<file path="config.mk">
export PLATFORM = sky130hd
export DESIGN_NAME = periodic_task_dispatcher_unit
export DESIGN_NICKNAME = d
export VERILOG_FILES = /design/src/rtl/ptd_pkg.sv /design/src/rtl/ptd_ctrl.sv /design/src/rtl/ptd_dp.sv /design/src/rtl/periodic_task_dispatcher_unit.sv
export SDC_FILE = /design/constraint.sdc
export NUM_CORES = 2
export LEC_CHECK = 0
export ABC_CLOCK_PERIOD_IN_PS = 26900
export BUFFER_PORTS_ARGS = -buffer_cell sky130_fd_sc_hd__clkbuf_2
export CAP_MARGIN = 15
export CORE_UTILIZATION = 35
export CTS_CLUSTER_SIZE = 20
export DETAILED_ROUTE_END_ITERATION = 7
export GPL_ROUTABILITY_DRIVEN = 0
export PLACE_DENSITY = 0.6
export SLEW_MARGIN = 20
export SYNTH_ARGS = -nofsm -noshare
export SYNTH_HDL_FRONTEND = slang
export SYNTH_SLANG_ARGS = --single-unit
</file>
<file path="constraint.sdc">
create_clock -name clk -period 26.9 [get_ports clk]
set_input_delay 6.725 -clock clk [delete_from_list [all_inputs] [get_ports clk]]
set_output_delay 6.725 -clock clk [all_outputs]
set_load 0.01 [all_outputs]
</file>
<file path="src/rtl/ptd_pkg.sv">
// Package for the periodic task dispatcher: request and status codes,
// the task memory word and the controller/datapath command and status structs.
// Depends on nothing.
package ptd_pkg;

	localparam int REQ_W     = 3;
	localparam int ID_W      = 6;
	localparam int TIME_W    = 32;
	localparam int EXTRA_W   = 16;
	localparam int STATUS_W  = 2;
	localparam int PRESENT_W = 7;

	localparam logic [REQ_W-1:0] REQ_ADD   = 3'd0;
	localparam logic [REQ_W-1:0] REQ_RUN   = 3'd1;
	localparam logic [REQ_W-1:0] REQ_DONE  = 3'd2;
	localparam logic [REQ_W-1:0] REQ_RESET = 3'd3;
	localparam logic [REQ_W-1:0] REQ_QUERY = 3'd4;

	localparam logic [STATUS_W-1:0] ST_OK    = 2'd0;
	localparam logic [STATUS_W-1:0] ST_FULL  = 2'd1;
	localparam logic [STATUS_W-1:0] ST_NOIDX = 2'd2;

	typedef struct packed {
		logic [TIME_W-1:0] period;
		logic [TIME_W-1:0] start;
		logic [TIME_W-1:0] duration;
		logic [TIME_W-1:0] overrun;
	} task_word_t;

	typedef struct packed {
		logic [STATUS_W-1:0]  status;
		logic [ID_W-1:0]      task_id;
		logic                 dispatch;
		logic [TIME_W-1:0]    exec_time;
		logic [TIME_W-1:0]    overrun_total;
		logic [TIME_W-1:0]    scan_gap;
		logic [PRESENT_W-1:0] tasks_present;
		logic                 last;
	} ptd_res_t;

	typedef struct packed {
		logic capture;
		logic rd;
		logic eval;
		logic commit;
	} ptd_cmd_t;

	typedef struct packed {
		logic out_free;
		logic more;
	} ptd_sts_t;

endpackage

</file>
<file path="src/rtl/ptd_ctrl.sv">
// Controller of the periodic task dispatcher: sequences capture, memory read,
// evaluation and commit of each transaction. Depends on ptd_pkg.
module ptd_ctrl import ptd_pkg::*; (
	input  logic     clk,
	input  logic     arst_n,
	input  logic     s_tvalid,
	output logic     s_tready,
	input  ptd_sts_t sts,
	output ptd_cmd_t cmd
);

	typedef enum logic [1:0] {
		ST_IDLE,
		ST_READ,
		ST_EVAL,
		ST_COMMIT
	} state_t;

	state_t state_q;
	logic   ready_q;

	assign s_tready = ready_q;

	always_comb begin
		cmd = '0;
		case (state_q)
			ST_IDLE:   cmd.capture = s_tvalid;
			ST_READ:   cmd.rd = 1'b1;
			ST_EVAL:   cmd.eval = 1'b1;
			ST_COMMIT: cmd.commit = sts.out_free;
			default:   cmd = '0;
		endcase
	end

	always_ff @(posedge clk or negedge arst_n) begin
		if (!arst_n) begin
			state_q <= ST_IDLE;
			ready_q <= 1'b1;
		end else begin
			case (state_q)
				ST_IDLE: begin
					if (s_tvalid) begin
						state_q <= ST_READ;
						ready_q <= 1'b0;
					end
				end
				ST_READ: state_q <= ST_EVAL;
				ST_EVAL: state_q <= ST_COMMIT;
				ST_COMMIT: begin
					if (sts.out_free) begin
						if (sts.more) begin
							state_q <= ST_READ;
						end else begin
							state_q <= ST_IDLE;
							ready_q <= 1'b1;
						end
					end
				end
				default: begin
					state_q <= ST_IDLE;
					ready_q <= 1'b1;
				end
			endcase
		end
	end

endmodule

</file>
<file path="src/rtl/ptd_dp.sv">
// Datapath of the periodic task dispatcher: request registers, task memory,
// scan counter, evaluation stage and result register. Depends on ptd_pkg.
module ptd_dp import ptd_pkg::*; #(
	parameter int MAX_TASKS = 8
) (
	input  logic                      clk,
	input  logic                      arst_n,
	input  ptd_cmd_t                  cmd,
	output ptd_sts_t                  sts,
	input  logic [REQ_W-1:0]          req_type,
	input  logic [ID_W-1:0]           task_index,
	input  logic [TIME_W-1:0]         time_now,
	input  logic [TIME_W-1:0]         interval_value,
	input  logic signed [EXTRA_W-1:0] extra_time,
	input  logic [TIME_W-1:0]         run_duration,
	input  logic                      m_ready,
	output logic                      m_valid,
	output ptd_res_t                  res
);

	localparam int IDX_W = (MAX_TASKS > 1) ? $clog2(MAX_TASKS) : 1;
	localparam int CNT_W = $clog2(MAX_TASKS + 1);

	logic [REQ_W-1:0]   req_q;
	logic [ID_W-1:0]    idx_q;
	logic [TIME_W-1:0]  now_q;
	logic [TIME_W-1:0]  ival_q;
	logic [EXTRA_W-1:0] extra_q;
	logic [TIME_W-1:0]  dur_q;

	logic [CNT_W-1:0]  fill_q;
	logic [CNT_W-1:0]  scan_q;
	logic [TIME_W-1:0] prev_q;
	logic [TIME_W-1:0] gap_q;

	task_word_t task_mem [MAX_TASKS];
	task_word_t rdata_q;

	logic [TIME_W-1:0] due_s2;
	logic [TIME_W-1:0] excess_s2;
	logic              ovr_ok_s2;
	logic              dur_ge_s2;

	ptd_res_t res_q;
	ptd_res_t res_nxt;
	logic     valid_q;

	logic [IDX_W-1:0] rd_addr;
	logic [IDX_W-1:0] wr_addr;
	task_word_t       wdata;
	logic             we;
	logic             disp;
	logic             idx_ok;
	logic [CNT_W-1:0] fill_nxt;
	logic [CNT_W-1:0] scan_nxt;
	logic             more;

	assign rd_addr  = (req_q == REQ_RUN) ? scan_q[IDX_W-1:0] : idx_q[IDX_W-1:0];
	assign idx_ok   = {1'b0, idx_q} < PRESENT_W'(fill_q);
	assign scan_nxt = CNT_W'(scan_q + 1'b1);

	always_comb begin
		we       = 1'b0;
		wr_addr  = rd_addr;
		wdata    = rdata_q;
		disp     = 1'b0;
		fill_nxt = fill_q;
		more     = 1'b0;
		res_nxt  = '0;
		res_nxt.status = ST_OK;
		res_nxt.scan_gap = gap_q;
		res_nxt.last = 1'b1;
		case (req_q)
			REQ_ADD: begin
				if (fill_q != CNT_W'(MAX_TASKS)) begin
					we = 1'b1;
					wr_addr = fill_q[IDX_W-1:0];
					wdata = '0;
					wdata.period = ival_q;
					fill_nxt = CNT_W'(fill_q + 1'b1);
					res_nxt.task_id = ID_W'(fill_q);
				end else begin
					res_nxt.status = ST_FULL;
				end
			end
			REQ_RUN: begin
				if (fill_q != '0) begin
					disp = (due_s2 <= now_q) && ovr_ok_s2;
					we = 1'b1;
					if (disp) begin
						wdata.start = now_q;
					end else if (dur_ge_s2) begin
						wdata.overrun = rdata_q.overrun + excess_s2;
					end
					res_nxt.task_id = ID_W'(scan_q);
					res_nxt.dispatch = disp;
					res_nxt.exec_time = rdata_q.duration;
					res_nxt.overrun_total = wdata.overrun;
					res_nxt.last = (scan_nxt == fill_q);
					more = (scan_nxt != fill_q);
				end
			end
			REQ_DONE, REQ_RESET, REQ_QUERY: begin
				res_nxt.task_id = idx_q;
				if (idx_ok) begin
					if (req_q == REQ_DONE) begin
						we = 1'b1;
						wdata.duration = dur_q;
					end else if (req_q == REQ_RESET) begin
						we = 1'b1;
						wdata.period = rdata_q.period + {{(TIME_W-EXTRA_W){extra_q[EXTRA_W-1]}}, extra_q};
						wdata.overrun = '0;
					end
					res_nxt.exec_time = wdata.duration;
					res_nxt.overrun_total = wdata.overrun;
				end else begin
					res_nxt.status = ST_NOIDX;
				end
			end
			default: begin
				res_nxt.status = ST_NOIDX;
			end
		endcase
		res_nxt.tasks_present = PRESENT_W'(fill_nxt);
	end

	always_ff @(posedge clk) begin
		if (cmd.rd) begin
			rdata_q <= task_mem[rd_addr];
		end
		if (cmd.commit && we) begin
			task_mem[wr_addr] <= wdata;
		end
	end

	always_ff @(posedge clk) begin
		if (cmd.capture) begin
			req_q   <= req_type;
			idx_q   <= task_index;
			now_q   <= time_now;
			ival_q  <= interval_value;
			extra_q <= extra_time;
			dur_q   <= run_duration;
		end
		if (cmd.eval) begin
			due_s2    <= rdata_q.start + rdata_q.period;
			excess_s2 <= rdata_q.duration - rdata_q.period;
			ovr_ok_s2 <= (rdata_q.overrun >> 2) < rdata_q.period;
			dur_ge_s2 <= rdata_q.duration >= rdata_q.period;
		end
		if (cmd.commit) begin
			res_q <= res_nxt;
		end
	end

	always_ff @(posedge clk or negedge arst_n) begin
		if (!arst_n) begin
			fill_q  <= '0;
			scan_q  <= '0;
			prev_q  <= '0;
			gap_q   <= '0;
			valid_q <= 1'b0;
		end else begin
			if (cmd.capture) begin
				scan_q <= '0;
				if (req_type == REQ_RUN) begin
					gap_q  <= time_now - prev_q;
					prev_q <= time_now;
				end
			end
			if (cmd.commit) begin
				fill_q  <= fill_nxt;
				scan_q  <= scan_nxt;
				valid_q <= 1'b1;
			end else if (m_ready) begin
				valid_q <= 1'b0;
			end
		end
	end

	assign sts.out_free = !valid_q || m_ready;
	assign sts.more     = more;
	assign m_valid      = valid_q;
	assign res          = res_q;

endmodule

</file>
<file path="src/rtl/periodic_task_dispatcher_unit.sv">
// Top level of the periodic task dispatcher: stream ports, field packing,
// controller and datapath. Depends on ptd_pkg, ptd_ctrl and ptd_dp.
//
// The block keeps a table of up to MAX_TASKS periodic tasks in a single-port
// memory. Every transaction is taken in the idle state and then runs through
// read, evaluate and commit of one task word per result, so an add, done,
// reset or query handles one task word and a run scan steps in turn through
// the words of all registered tasks (one word with no task registered), each
// by the memory read, evaluation and write-back sequence of that task.
// A finished result waits in an output register, and the next transaction is
// taken while it waits; a stalled output holds the sequence at commit.
module periodic_task_dispatcher_unit import ptd_pkg::*; #(
	parameter int MAX_TASKS = 8
) (
	input  logic         clk,
	input  logic         arst_n,
	input  logic         s_tvalid,
	output logic         s_tready,
	// task_index[5:0], time_now[37:6], interval_value[69:38], extra_time[85:70],
	// run_duration[117:86], zero[119:118]
	input  logic [119:0] s_tdata,
	// req_type[2:0]
	input  logic [2:0]   s_tuser,
	output logic         m_tvalid,
	input  logic         m_tready,
	// task_id[5:0], dispatch[6], exec_time[38:7], overrun_total[70:39],
	// scan_gap[102:71], tasks_present[109:103], zero[111:110]
	output logic [111:0] m_tdata,
	// status[1:0]
	output logic [1:0]   m_tuser,
	output logic         m_tlast
);

	ptd_cmd_t cmd;
	ptd_sts_t sts;
	ptd_res_t res;

	ptd_ctrl u_ctrl (
		.clk      (clk),
		.arst_n   (arst_n),
		.s_tvalid (s_tvalid),
		.s_tready (s_tready),
		.sts      (sts),
		.cmd      (cmd)
	);

	ptd_dp #(
		.MAX_TASKS (MAX_TASKS)
	) u_dp (
		.clk            (clk),
		.arst_n         (arst_n),
		.cmd            (cmd),
		.sts            (sts),
		.req_type       (s_tuser),
		.task_index     (s_tdata[5:0]),
		.time_now       (s_tdata[37:6]),
		.interval_value (s_tdata[69:38]),
		.extra_time     (s_tdata[85:70]),
		.run_duration   (s_tdata[117:86]),
		.m_ready        (m_tready),
		.m_valid        (m_tvalid),
		.res            (res)
	);

	assign m_tdata = {2'b00, res.tasks_present, res.scan_gap, res.overrun_total,
		res.exec_time, res.dispatch, res.task_id};
	assign m_tuser = res.status;
	assign m_tlast = res.last;

endmodule
</file>
==> flow_metrics.env <==
export IMPL_relSlewSlack=0.0868
export IMPL_hpwl_um=112000
export IMPL_hold_path_class="reg2reg"
export IMPL_start_util=0.353
export IMPL_antenna_found_initial=8
export IMPL_skew_ns=0.0311
export IMPL_grt_max_degree=193
export IMPL_start_kind="input pin"
export IMPL_postCtsSetupBuffers=0
export IMPL_cp_max_fo=61
export IMPL_layout_setup_ws_ns=16.37
export IMPL_hp_start="u_dp.gap_q[13]"
export IMPL_maxCapViolations=0
export IMPL_syn_area_um2=67400
export IMPL_io_buffers=236
export IMPL_yosysUniqueCellTypes=90
export IMPL_cts_hold_buf=0
export IMPL_ys_seq_area_frac=0.674
export IMPL_synth_enable_flop_cells=1449
export IMPL_status="completed"
export IMPL_crit_type="in2reg"
export IMPL_arrival_ns=10.94
export IMPL_syn2layout_area_growth_pct=13.9
export IMPL_tns_ns=0
export IMPL_crit_required_ns=27.31
export IMPL_synthArstFlopShare=0.0498
export IMPL_hold_viol=0
export IMPL_rr_startpoint="u_dp.req_q[0]"
export IMPL_rows=160
export IMPL_yosysTopAreaCellShare=0.646
export IMPL_syn_avg_cell_area_um2=12.2
export IMPL_avgRoutedWirePerCell_um=21.9
export IMPL_die_area_um2=194000
export IMPL_synth_top_family_by_area="simple AND/OR/NAND/NOR gates"
export IMPL_ir_drop_uv=61.2
export IMPL_ys_ff_latch=1525
export IMPL_critPathCaptureType="register"
export IMPL_final_area_um2=76700
export IMPL_viasPerCell=5.26
export IMPL_cts_root_buf="clkbuf_16"
export IMPL_ant_nets=0
export IMPL_cp_startpoint="m_tready"
export IMPL_min_period_ns=10.53
export IMPL_yosys_area_top_type="edfxtp_1"
export IMPL_die_w_um=441
export IMPL_routed_wl_um=184000
export IMPL_synthXorXnorAreaFrac=0.0177
export IMPL_max_freq_ghz=0.0950
export IMPL_yosysWarnings=0
export IMPL_final_layout_size_suffix_gt1_frac=0.105
export IMPL_vias=44200
export IMPL_synth_adder_area_share=0.0438
export IMPL_pre_cts_ws_ns=15.49
export IMPL_drt_iter0_markers=3770
export IMPL_cts_buffers=163
export IMPL_grt_pass1_wl_um=270000
export IMPL_synthTopCellsByArea="edfxtp_1, nand2_1, nand3_1, ha_1, dfrtp_1"
export IMPL_synthFlopType="edfxtp_1"
export IMPL_cts_resized=0
export IMPL_first_pass_iters=6
export IMPL_syn_inst=5535
export IMPL_period_share=0.391
export IMPL_grt_usage=0.186
export IMPL_grt_pass1_vias=42200
export IMPL_synth_compound_area_frac=0.0824
export IMPL_finalSetupViolCount=0
export IMPL_finalNetCount=6106
export IMPL_path_clk_slew_ns=0.06
export IMPL_die_h_um=441
export IMPL_drv_slew=0
export IMPL_overflow=0
export IMPL_placed_area_um2=71300
export IMPL_tightestPinTransition_ns=1.37
export IMPL_htree_levels=4
export IMPL_cts_tree="yes"
export IMPL_clock_path_buffers=3
export IMPL_num_io_pins=244
export IMPL_route_detailed_drc=0
export IMPL_synth_simple_area_share=0.150
export IMPL_synth_mux_area_frac=0.00767
export IMPL_design_core_area_um2=191000
export IMPL_cellLeakagePower_nw=29.0
export IMPL_power_density_nw_per_um2=108
export IMPL_rsz0062_at_grt="false"
export IMPL_worstSkewPairLatency_ns=0.82
export IMPL_cts_sinks=1525
kinds of logic after synthesis:
| family | after synthesis |
|---|---|
| mux | 47 |
| simple gates | 2356 |
| compound gates | 831 |
| buf+inv | 406 |
| flops | 1525 |
| fa+ha+maj | 233 |
| xor+xnor | 136 |
| other cells | 1 |
path summary, 6_finish.rpt:
| path | to | slack [ns] | depth (start not counted) |
|---|---|---|---|
| max | u_dp.task_mem[1][69] | 16.37 | 10 |
| min | u_dp.res[21] | 0.44 | 0 |
| max reg2reg | u_dp.task_mem[6][27] | 20.95 | 10 |
| min reg2reg | u_dp.res[21] | 0.44 | 0 |
| max in group asynchronous | u_dp.prev_q[4] | 19.97 | 2 |
| min in group asynchronous | u_dp.prev_q[27] | 5.84 | 1 |
layer usage:
layer,vias to the layer above,track usage,wire (µm)
li1,20600,-,-
met1,21800,0.239,76600
met2,1453,0.302,87300
met3,341,0.0345,11400
met4,2,0.0909,8620
met5,-,0,12
through the flow:
step	cells	hold WS, ns	utilization	total power [mW]
2_1_floorplan	5539	0.419	-	5.22
3_3_place_gp	8092	0.446	0.374	6.01
3_5_place_dp	8092	0.430	0.374	6.05
4_1_cts	8388	0.440	0.402	8.30
5_1_grt	8407	0.457	0.402	8.70
6_report	8409	0.440	0.402	8.26
where the power goes:
part / switching, mW / leakage, nW / internal, mW
Combinational: 1.63 / 12.2 / 0.893
Clock: 0.950 / 2.57 / 1.28
Sequential: 0.282 / 14.2 / 3.23
area by class of cell:
type | instances | area (µm²)
Fill cell | 17800 | 114000
Tap cell | 2511 | 3140
Clock buffer | 201 | 4340
Sequential cell | 1525 | 45400
Multi-Input combinational cell | 3608 | 20500
Clock inverter | 95 | 963
Timing Repair Buffer | 303 | 1720
Antenna cell | 21 | 52.6
Inverter | 145 | 554
flip-flops by register name, summed over array words and instances, names as in the netlist, 4 cells and up:
signal / count
u_dp.due_s2: 32
u_dp.res: 110
u_dp.dur_q: 32
u_dp.idx_q: 6
u_dp.rdata_q: 128
u_dp.scan_q: 4
u_dp.excess_s2: 32
u_dp.task_mem: 1024
u_dp.now_q: 32
u_dp.ival_q: 32
u_dp.fill_q: 4
u_dp.prev_q: 32
u_dp.gap_q: 32
u_dp.extra_q: 16
cells in the mapped netlist, types with 51 or more instances:
cell type	instances
nand3_1	677
buf_2	58
edfxtp_1	1449
a21oi_1	135
nand2_1	1404
dfrtp_1	75
xnor2_1	85
nor2_1	106
xor2_1	51
a22o_1	103
a21o_1	109
o21ai_0	258
ha_1	228
clkbuf_1	174
inv_1	144
critical path, cell delays in order:
cell,delay [ns]
clkbuf_2,0.09
nand2b_1,0.14
nand2_1,0.22
inv_6,0.51
o2111a_1,0.35
o211ai_1,0.30
nor3_2,0.26
buf_4,0.71
buf_4,0.76
buf_4,0.82
cell usage in the layout, fill, tap and decap left out, types with 109 or more instances in the layout:
cell,count
nand3_1,676
clkbuf_16,166
nand2_1,1404
a21o_1,109
o21ai_0,256
ha_1,226
clkbuf_2,235
edfxtp_1,1449
inv_1,143
a21oi_1,135
(Power assumes the default switching activity.)
